[src/rtl/programmable_lfsr_period_keystream_core_macros.svh]
// Assertion helpers shared by the keystream core files.
`ifndef PROGRAMMABLE_LFSR_PERIOD_KEYSTREAM_CORE_MACROS_SVH
`define PROGRAMMABLE_LFSR_PERIOD_KEYSTREAM_CORE_MACROS_SVH

// Same-cycle implication, disabled while in reset.
`define PLKS_ASSERT_NOW(label, clk, rst_n, ante, cons) \
  label: assert property (@(posedge clk) disable iff (!rst_n) (ante) |-> (cons)) \
    else $error("plks assertion failed");

// Next-cycle implication, disabled while in reset.
`define PLKS_ASSERT_NEXT(label, clk, rst_n, ante, cons) \
  label: assert property (@(posedge clk) disable iff (!rst_n) (ante) |=> (cons)) \
    else $error("plks assertion failed");

`endif

[src/rtl/plks_pkg.sv]
`timescale 1ns / 1ps
package plks_pkg;

  localparam int MAX_STAGES = 32;
  localparam int KEY_BITS   = 8;
  localparam int STAGE_CAP  = (MAX_STAGES > 32) ? 32 : MAX_STAGES;

  localparam int LEN_W   = 6;
  localparam int STATE_W = 32;
  localparam int CNT_W   = 33;
  localparam int BYTE_W  = 8;
  localparam int CIDX_W  = 2;

  localparam logic [LEN_W-1:0]  LEN_RESET = LEN_W'(8);
  localparam logic [BYTE_W-1:0] KEY_MASK  = BYTE_W'((9'd1 << KEY_BITS) - 9'd1);

  typedef enum logic [1:0] {
    OP_RESTART = 2'd0,
    OP_STEP    = 2'd1,
    OP_XOR     = 2'd2,
    OP_IDLE    = 2'd3
  } op_e;

  typedef enum logic [CIDX_W-1:0] {
    CFG_LENGTH = 2'd0,
    CFG_TAPS   = 2'd1,
    CFG_SEED   = 2'd2,
    CFG_NONE   = 2'd3
  } cfg_idx_e;

  typedef struct packed {
    logic [LEN_W-1:0]   length;
    logic [STATE_W-1:0] taps;
    logic [STATE_W-1:0] seed;
  } cfg_t;

  typedef struct packed {
    logic               out_bit;
    logic [STATE_W-1:0] state_value;
    logic               period_known;
    logic [CNT_W-1:0]   period_length;
    logic               no_return;
    logic [BYTE_W-1:0]  key_value;
    logic [BYTE_W-1:0]  data_out;
  } result_t;

  // Clamp the programmed length to between 2 and the stages that exist.
  function automatic logic [LEN_W-1:0] used_len(input logic [LEN_W-1:0] len);
    logic [LEN_W-1:0] n;
    n = len;
    if (n < LEN_W'(2)) n = LEN_W'(2);
    if (n > LEN_W'(STAGE_CAP)) n = LEN_W'(STAGE_CAP);
    return n;
  endfunction

  function automatic logic [STATE_W-1:0] len_mask(input logic [LEN_W-1:0] n);
    logic [STATE_W:0] one_hot;
    one_hot = (STATE_W+1)'(1) << n;
    return STATE_W'(one_hot - (STATE_W+1)'(1));
  endfunction

endpackage

[src/rtl/plks_key_gen.sv]
`timescale 1ns / 1ps
module plks_key_gen import plks_pkg::*; (
  input  cfg_t               cfg_i,
  input  logic [LEN_W-1:0]   len_i,
  input  logic [STATE_W-1:0] mask_i,
  output logic [BYTE_W-1:0]  key_o
);

  logic [STATE_W-1:0] seed_m;
  logic [STATE_W-1:0] win;
  logic [BYTE_W-1:0]  key_long;
  logic [BYTE_W-1:0]  key_short;
  logic [BYTE_W-1:0]  m8;
  logic [BYTE_W-1:0]  tap8;
  logic [2:0]         top_idx;
  logic [BYTE_W-1:0]  s8 [0:BYTE_W];

  // Eight or more stages: the first eight outputs are seed bits read from the top down.
  always_comb begin
    seed_m = cfg_i.seed & mask_i;
    win    = seed_m >> (len_i - LEN_W'(8));
    for (int i = 0; i < BYTE_W; i++) begin
      key_long[i] = win[BYTE_W-1-i];
    end
  end

  // Short registers: run the feedback on the low byte only.
  always_comb begin
    m8      = mask_i[BYTE_W-1:0];
    tap8    = cfg_i.taps[BYTE_W-1:0];
    top_idx = 3'(len_i - LEN_W'(1));
    s8[0]   = cfg_i.seed[BYTE_W-1:0] & m8;
    for (int i = 0; i < BYTE_W; i++) begin
      key_short[i] = s8[i][top_idx];
      s8[i+1]      = {s8[i][BYTE_W-2:0], ^(s8[i] & tap8)} & m8;
    end
  end

  assign key_o = ((len_i >= LEN_W'(8)) ? key_long : key_short) & KEY_MASK;

endmodule

[src/rtl/plks_datapath.sv]
`timescale 1ns / 1ps
module plks_datapath import plks_pkg::*; (
  input  logic              clk_i,
  input  logic              rst_ni,
  input  logic              fire_i,
  input  op_e               op_i,
  input  logic [BYTE_W-1:0] data_i,
  input  cfg_t              cfg_i,
  output result_t           res_o
);
`include "programmable_lfsr_period_keystream_core_macros.svh"

  logic [STATE_W-1:0] state_q, state_d;
  logic [CNT_W-1:0]   cnt_q, cnt_d;
  logic               found_q, found_d;
  logic [CNT_W-1:0]   period_q, period_d;
  logic               over_q, over_d;
  logic [BYTE_W-1:0]  key_q, key_d;

  logic [LEN_W-1:0]   n;
  logic [STATE_W-1:0] m;
  logic [4:0]         last_idx;
  logic [STATE_W-1:0] cur;
  logic [STATE_W-1:0] seed_m;
  logic [STATE_W-1:0] stepped;
  logic [CNT_W-1:0]   cnt_inc;
  logic [BYTE_W-1:0]  key_new;
  logic               bit_out;
  logic [BYTE_W-1:0]  dout;

  assign n        = used_len(cfg_i.length);
  assign m        = len_mask(n);
  assign last_idx = 5'(n - LEN_W'(1));
  assign cur      = state_q & m;
  assign seed_m   = cfg_i.seed & m;
  assign stepped  = {cur[STATE_W-2:0], ^(cur & cfg_i.taps & m)} & m;
  assign cnt_inc  = cnt_q + CNT_W'(1);

  plks_key_gen u_key_gen (
    .cfg_i  (cfg_i),
    .len_i  (n),
    .mask_i (m),
    .key_o  (key_new)
  );

  always_comb begin
    state_d  = cur;
    cnt_d    = cnt_q;
    found_d  = found_q;
    period_d = period_q;
    over_d   = over_q;
    key_d    = key_q;
    bit_out  = cur[last_idx];
    dout     = '0;
    case (op_i)
      OP_RESTART: begin
        state_d  = seed_m;
        bit_out  = seed_m[last_idx];
        key_d    = key_new;
        cnt_d    = '0;
        found_d  = 1'b0;
        period_d = '0;
        over_d   = 1'b0;
      end
      OP_STEP: begin
        state_d = stepped;
        // Freeze the bookkeeping once the outcome is known.
        if (!found_q && !over_q) begin
          cnt_d = cnt_inc;
          if (stepped == seed_m) begin
            found_d  = 1'b1;
            period_d = cnt_inc;
          end else if ((cnt_inc >> n) != '0) begin
            over_d = 1'b1;
          end
        end
      end
      OP_XOR: begin
        dout = data_i ^ key_q;
      end
      default: begin
      end
    endcase
  end

  always_ff @(posedge clk_i or negedge rst_ni) begin
    if (!rst_ni) begin
      state_q  <= '0;
      cnt_q    <= '0;
      found_q  <= 1'b0;
      period_q <= '0;
      over_q   <= 1'b0;
      key_q    <= '0;
    end else if (fire_i) begin
      state_q  <= state_d;
      cnt_q    <= cnt_d;
      found_q  <= found_d;
      period_q <= period_d;
      over_q   <= over_d;
      key_q    <= key_d;
    end
  end

  always_comb begin
    res_o.out_bit       = bit_out;
    res_o.state_value   = state_d;
    res_o.period_known  = found_d;
    res_o.period_length = period_d;
    res_o.no_return     = over_d;
    res_o.key_value     = key_d;
    res_o.data_out      = dout;
  end

  `PLKS_ASSERT_NOW(a_outcome_exclusive, clk_i, rst_ni, 1'b1, !(found_q && over_q))
  `PLKS_ASSERT_NEXT(a_restart_clears, clk_i, rst_ni, fire_i && op_i == OP_RESTART,
                    cnt_q == '0 && !found_q && !over_q)
  `PLKS_ASSERT_NEXT(a_count_frozen, clk_i, rst_ni,
                    (found_q || over_q) && !(fire_i && op_i == OP_RESTART), $stable(cnt_q))

endmodule

[src/rtl/programmable_lfsr_period_keystream_core.sv]
`timescale 1ns / 1ps
// An accepted transaction waits in the input register and passes through the datapath
// into the result register. Throughput: one transaction per cycle unless the output stalls;
// restart, step and xor all finish in one pass through the datapath between the two.
// Reset: asynchronous, active low; clears the stages, counters, flags and key,
// and loads length 8, tap mask 0 and seed 0. No clearing pass is needed.
module programmable_lfsr_period_keystream_core import plks_pkg::*; (
  input  logic                clk_i,
  input  logic                rst_ni,
  input  logic                cfg_we_i,
  input  logic [CIDX_W-1:0]   cfg_index_i,
  input  logic [STATE_W-1:0]  cfg_data_i,
  input  logic                in_valid_i,
  output logic                in_ready_o,
  input  logic [1:0]          opcode_i,
  input  logic [BYTE_W-1:0]   data_in_i,
  output logic                out_valid_o,
  input  logic                out_ready_i,
  output logic                out_bit_o,
  output logic [STATE_W-1:0]  state_value_o,
  output logic                period_known_o,
  output logic [CNT_W-1:0]    period_length_o,
  output logic                no_return_o,
  output logic [BYTE_W-1:0]   key_value_o,
  output logic [BYTE_W-1:0]   data_out_o
);
`include "programmable_lfsr_period_keystream_core_macros.svh"

  cfg_t              cfg_q;
  logic              in_valid_q;
  op_e               op_q;
  logic [BYTE_W-1:0] data_q;
  logic              out_valid_q;
  result_t           res_q;
  result_t           res;
  logic              out_free;
  logic              fire;

  // Configuration registers.
  always_ff @(posedge clk_i or negedge rst_ni) begin
    if (!rst_ni) begin
      cfg_q.length <= LEN_RESET;
      cfg_q.taps   <= '0;
      cfg_q.seed   <= '0;
    end else if (cfg_we_i) begin
      unique case (cfg_idx_e'(cfg_index_i))
        CFG_LENGTH: cfg_q.length <= cfg_data_i[LEN_W-1:0];
        CFG_TAPS:   cfg_q.taps   <= cfg_data_i;
        CFG_SEED:   cfg_q.seed   <= cfg_data_i;
        default: begin
        end
      endcase
    end
  end

  assign out_free   = !out_valid_q || out_ready_i;
  assign fire       = in_valid_q && out_free;
  assign in_ready_o = !in_valid_q || fire;

  // Input register: hold the transaction until the result register can take it.
  always_ff @(posedge clk_i or negedge rst_ni) begin
    if (!rst_ni) begin
      in_valid_q <= 1'b0;
    end else if (in_ready_o) begin
      in_valid_q <= in_valid_i;
    end
  end

  always_ff @(posedge clk_i) begin
    if (in_ready_o && in_valid_i) begin
      op_q   <= op_e'(opcode_i);
      data_q <= data_in_i;
    end
  end

  plks_datapath u_datapath (
    .clk_i  (clk_i),
    .rst_ni (rst_ni),
    .fire_i (fire),
    .op_i   (op_q),
    .data_i (data_q),
    .cfg_i  (cfg_q),
    .res_o  (res)
  );

  // Result register.
  always_ff @(posedge clk_i or negedge rst_ni) begin
    if (!rst_ni) begin
      out_valid_q <= 1'b0;
    end else if (fire) begin
      out_valid_q <= 1'b1;
    end else if (out_ready_i) begin
      out_valid_q <= 1'b0;
    end
  end

  always_ff @(posedge clk_i) begin
    if (fire) begin
      res_q <= res;
    end
  end

  assign out_valid_o     = out_valid_q;
  assign out_bit_o       = res_q.out_bit;
  assign state_value_o   = res_q.state_value;
  assign period_known_o  = res_q.period_known;
  assign period_length_o = res_q.period_length;
  assign no_return_o     = res_q.no_return;
  assign key_value_o     = res_q.key_value;
  assign data_out_o      = res_q.data_out;

  `PLKS_ASSERT_NEXT(a_fire_fills_output, clk_i, rst_ni, fire, out_valid_q)
  `PLKS_ASSERT_NEXT(a_stalled_input_holds, clk_i, rst_ni, in_valid_q && !out_free,
                    in_valid_q && $stable(op_q) && $stable(data_q))
  `PLKS_ASSERT_NOW(a_ready_only_with_room, clk_i, rst_ni, in_ready_o && in_valid_q,
                   out_free)

endmodule

[config.mk]
export PLATFORM = sky130hd
export DESIGN_NAME = programmable_lfsr_period_keystream_core
export DESIGN_NICKNAME = d
export VERILOG_FILES = /design/src/rtl/plks_pkg.sv /design/src/rtl/plks_key_gen.sv /design/src/rtl/plks_datapath.sv /design/src/rtl/programmable_lfsr_period_keystream_core.sv
export VERILOG_INCLUDE_DIRS = /design/src /design/src/rtl
export SDC_FILE = /design/constraint.sdc
export NUM_CORES = 1
export LEC_CHECK = 0
export ABC_CLOCK_PERIOD_IN_PS = 9200
export BUFFER_PORTS_ARGS = -buffer_cell sky130_fd_sc_hd__buf_2
export CAP_MARGIN = 0
export CORE_ASPECT_RATIO = 1.2
export CORE_UTILIZATION = 25
export CTS_BUF_LIST = sky130_fd_sc_hd__clkbuf_2
export DETAILED_ROUTE_END_ITERATION = 6
export PLACE_DENSITY = 0.49
export SYNTH_ARGS = -nofsm -noshare
export SYNTH_HDL_FRONTEND = slang
export SYNTH_SLANG_ARGS = --single-unit
[constraint.sdc]
create_clock -name clk_i -period 9.2 [get_ports clk_i]
set_input_delay 0.92 -clock clk_i [delete_from_list [all_inputs] [get_ports clk_i]]
set_output_delay 0.92 -clock clk_i [all_outputs]
set_load 0.02 [all_outputs]
; After elaboration in Yosys (flattened, before gate mapping)
; Cells that the tools add are included.
[totals]
regBits = 274
input_bits = 49
out_inout_bits = 86
elab_cells = 125
[classes]
n_reduce_logical = 26
mux = 40
addsub = 4
eq_ne = 6
n_bitwise = 21
order_cmp = 5
shifts = 3
[ops]
columns = cell, count
row1 = 32-bit AND, 5
row2 = 33-bit case mux with 2 select lines, 2
row3 = 8-bit AND, 15
row4 = 33-bit two-way mux, 3
row5 = 32-bit case mux with 2 select lines, 1
row6 = 8-bit XOR reduction, 7
row7 = "33-bit by 1-bit adder with 33-bit output, second input constant", 1
row8 = 33-bit nonzero test, 1
row9 = 33-bit by 6-bit right shift with 33-bit output, 1
row10 = 32-bit equality test, 1
row11 = 32-bit XOR reduction, 1
row12 = "1-bit by 6-bit left shift with 32-bit output, first input constant", 1
row13 = 32-bit by 6-bit right shift with 8-bit output, 1
row14 = "32-bit by 1-bit subtractor with 32-bit output, second input constant", 1
row15 = 1-bit binary-select mux with 3-bit select, 8
row16 = 1-bit two-way mux, 18
row17 = 8-bit two-way mux, 2
row18 = 6-bit two-way mux, 2
row19 = 1-bit binary-select mux with 5-bit select, 2
row20 = 8-bit XOR, 1
row21 = "6-bit by 4-bit >= comparator with 1-bit output, second input constant", 1
row22 = "6-bit > comparator, second input constant", 1
row23 = "5-bit by 6-bit less-than comparator with 1-bit output, second input constant", 1
row24 = "6-bit by 2-bit less-than comparator with 1-bit output, second input constant", 1
row25 = 14 further kinds, 27

; Depth between registers and ports, before layout
[depth]
depth_word = 32
mapped_depth = 36
depth_no_buf = 23

; By module
; From an unflattened synthesis, not the netlist that was laid out.
[unflattened]
cells_unflattened = 2190
hier_area_um2 = 19999.2
[by_module_without_submodules]
columns = module, n_inst, seq_area_each_um2, cells_each, area_each_um2
row1 = plks_datapath, 1, 2702.6, 1436, 11128.2
row2 = programmable_lfsr_period_keystream_core, 1, 4625.7, 251, 5579.1
row3 = plks_key_gen, 1, 0.0, 503, 3291.9

; Worst setup path before layout
; OpenSTA, ideal clock, no wires.
[synth_path]
path_type = reg-to-reg
start = register cfg_q[67] in the netlist's numbering
end = register res_q (netlist bit key_value_o[5]) (data pin)
path_slack_ns = 1.009
stages_incl_launch_ff = 35
period_less_slack_ns = 8.191
setup_ns = 0.260
arrival_time_ns = 7.932
required_ns = 8.940
path_buffers = 14
cell_sequence = dfstp_2 > buf_2 > clkbuf_1 > clkbuf_1 > nor3_1 > o21ba_2 > clkbuf_1 > inv_1 > buf_1 > clkbuf_1 > buf_1 > ha_1 > buf_2 > buf_2 > buf_1 > nand2_1 > clkbuf_1 > ha_1 > clkbuf_1 > clkbuf_1 > a31oi_2 > nand3_1 > xnor3_1 > xnor3_1 > and3_4 > or2_1 > buf_6 > a31o_1 > or3_4 > a21oi_2 > nor2b_1 > a22o_1 > a21oi_1 > o22ai_1 > mux2_2
[synth_lines]
columns = element, line
row1 = "start, declared", programmable_lfsr_period_keystream_core.sv:29  ; cfg_t cfg_q;
row2 = "end signal, assigned", programmable_lfsr_period_keystream_core.sv:99  ; res_q <= res;
row3 = "end, declared", programmable_lfsr_period_keystream_core.sv:34  ; result_t res_q;

==> results.toml <==
[outcome]
status = "finished clean"

[setup_path]
cp_common_cell = "xnor3_1"
cp.required_ns = 10.01
worstSetupEndpointType = "flip-flop"
crit_chain = "nor2_1 -> nand2_1 -> nand3b_1 -> buf_4 -> inv_2 -> ha_1 -> buf_4 -> nand2_1 -> ha_1 -> o21ai_1 -> nor4_4 -> o21ai_2 -> xnor2_1 -> nand3_1 -> xnor3_1 -> xnor3_1 -> xnor3_1 -> xnor3_1 -> xnor2_1 -> a2111oi_2 -> nor4b_4 -> nand2_1 -> o21ai_1"
ff2ff_setup_slack_ns = 0.81
crit_arrival_ns = 9.19
slowest_stage = "a2111oi_2"
cp_max_fo = 35
slowest_delay_ns = 0.88
start_kind = "flip-flop"
crit_type = "flip-flop to flip-flop"

[timing]
fmax_mhz = 119.2
maxSlewHeadroom_pct = 11.95
worst_slew_pin_slew_ns = 1.318
finalMaxSlewViolations = 0
hold_slack_ns = 0.1574
layout_min_cycle_time_ns = 8.386
rsz0062_at_grt = "no"
period_share_pct = 91.15
setup_violations = 0
fin_worst_skew_ns = 0.1587
hold_violations = 0
tns_ns = 0

[floorplan]
die_area_sq_um = 78520
coreArea_sq_um = 76520
fp-row-count = 111
num_io_pins = 135
start_util_pct = 25.29
die_x_um = 256.0
die_h_um = 306.8

[synth]
netlist_area_sq_um = 19350
yosysSeqAreaShare_pct = 37.87
ys_ff_latch = 274
synthCells = 2283
synth_cell_types = 103
synth_fp_nets = 2340
synth_top_cell_area_share_pct = 23.15
avgSynthCellArea_sq_um = 8.476
synth-edff-count = 94
synth_common_cells = "nand2_1, nor2_1, dfrtp_1, o21ai_0, clkbuf_1"
post-synth-top-count-cell = "nand2_1"
synthArstFlopShare_pct = 65.69
ys.flop_type = "dfrtp_1"
synth_top_area_cell = "dfrtp_1"
yosys_warnings = 0
synth_area_leaders = "dfrtp_1, edfxtp_1, nand2_1"

[power]
peakVddDrop_mv = 0.1525
p_per_area_nw_per_um2 = 275.1
power.leakage_uw = 0.008970
total_power_uw = 6113

[cts]
cts_buffers = 77
clock_latency_ns = 1.13
ctsHtreeMaxLevel = 3
cts.clk_slew.worst_paths_ns = 0.12
cts_tree = "yes"
cts_setup_buffers = 0
clock_sink_count = 274
cts_resized = 0
clock_path_buffers = 3
cts_root_buffer = "clkbuf_2"
hold_buffers = 42

[routing]
vias_per_cell = 5.172
drt_iter0_drc = 1560
dr.pass1.iters = 6
routed_wl_um = 69960
drtAntennaViolNets = 0
num_vias = 18090
drcViolationCount = 0
avgRoutedWirePerCell_um = 20.00

[grt]
overflow = 0
antenna_found_initial = 1
grt_usage_pct = 17.47
grt_first_pass_wirelength_um = 106400
first_global_vias = 17560
grt_max_degree = 72

[min_path]
hold_class = "input pin to flip-flop"

[placed_design]
gp_congestion = 0.8932
io_buffers = 134
dpl.hpwl_um = 51100

[layout]
areaGrowthSynthToFinish_pct = 14.83
num-nets-final = 2476
drive_gt1_share_pct = 18.43

[run]
drv_cap = 0
==> critical path, delay by kind of cell, from the launching register on <==
| kind | cells | cell delay, ns |
|---|---|---|
| AOI/OAI and AO/OA | 4 | 1.67 |
| xor gates and xnor gates | 6 | 1.84 |
| buffers and inverters | 3 | 0.73 |
| adders and majority gates | 2 | 0.81 |
| and+or+nand+nor | 8 | 2.39 |
| DFF | 1 | 0.62 |
==> layer usage <==
layer | global-route usage [%] | share of wire (%) | routed length [um] | vias to the layer above
met5 | 0 | 0 | 0 | -
met1 | 21.08 | 41 | 28840 | 8698
met4 | 9.483 | 4.6 | 3234 | 0
met3 | 2.679 | 5.6 | 3941 | 155
li1 | - | - | - | 8525
met2 | 29.80 | 49 | 33940 | 713
==> stage by stage <==
| step | area, sq um | worst slack (ns) | std cells | util (%) |
|---|---|---|---|---|
| after global placement | 20990 | 1.103 | 3315 | 27.42 |
| after CTS | 22220 | 0.7530 | 3497 | 29.03 |
| after detailed placement | 20990 | 0.9353 | 3315 | 27.42 |
| final | 22220 | 0.8140 | 3498 | 29.04 |
| after global routing | 22220 | 0.1965 | 3498 | 29.04 |
| after floorplan | 19350 | 1.009 | 2283 | - |
==> logic make-up (layout without fill, tap and decap cells) <==
group / after synthesis / count (layout) / share of synthesized area [%]
AO/OA/AOI/OAI: 545 / 545 / 17.98
XOR/XNOR: 146 / 146 / 7.436
adder cells (fa/ha/maj): 8 / 8 / 0.5173
buffers and inverters: 188 / 385 / 3.970
other: 0 / 1 / 0
flip-flops: 274 / 274 / 37.87
AND/OR/NAND/NOR: 975 / 975 / 23.27
multiplexers: 147 / 147 / 8.962
==> layout by cell type, fill, tap and decap left out, types with 49 or more instances in the layout <==
cell type	instances
dfrtp_1	179
nor2_1	200
o21ai_0	172
a21oi_1	107
mux2_2	90
nand3_1	118
nand2_1	425
xnor2_1	85
buf_4	49
clkbuf_2	116
edfxtp_1	94
buf_2	133
==> power breakdown <==
| group | total [uW] | switching [uW] | internal, uW |
|---|---|---|---|
| registers | 1670 | 208 | 1460 |
| logic | 3410 | 2100 | 1320 |
| clock network | 1030 | 574 | 458 |
| total | 6110 | 2880 | 3230 |
==> state kept, by name, summed over array words and instances, names as in the netlist, 2 cells and up <==
signal,flops
data_out_o,8
state_value_o,32
cfg_q,70
key_value_o,8
data_q,8
u_datapath.cnt_q,33
period_length_o,33
u_datapath.key_q,8
op_q,2
u_datapath.state_q,32
u_datapath.period_q,33
==> final timing paths <==
kind	endpoint	start	cells after the start
worst max-delay path	period_length_o[28]	cfg_q[68]	23
worst min register to register	u_datapath.period_q[25]	u_datapath.period_q[25]	2
worst min-delay path	cfg_q[38]	cfg_data_i[6]	2
min in group asynchronous	u_datapath.state_q[27]	rst_ni	2
max in group asynchronous	u_datapath.state_q[1]	rst_ni	3
worst max register to register	period_length_o[28]	cfg_q[68]	23
==> final cells by class <==
| cell class | instances | area, sq um |
|---|---|---|
| inverters | 20 | 77.57 |
| fillers | 8221 | 54300 |
| clock buffers | 116 | 580.6 |
| multi-input cells | 1821 | 11260 |
| well taps | 1017 | 1272 |
| clock inverters | 24 | 230.2 |
| repair buffers | 225 | 1468 |
| diodes | 1 | 2.502 |
| flip-flops and latches | 274 | 7328 |
No activity file was read; power rests on OpenSTA's default activity.
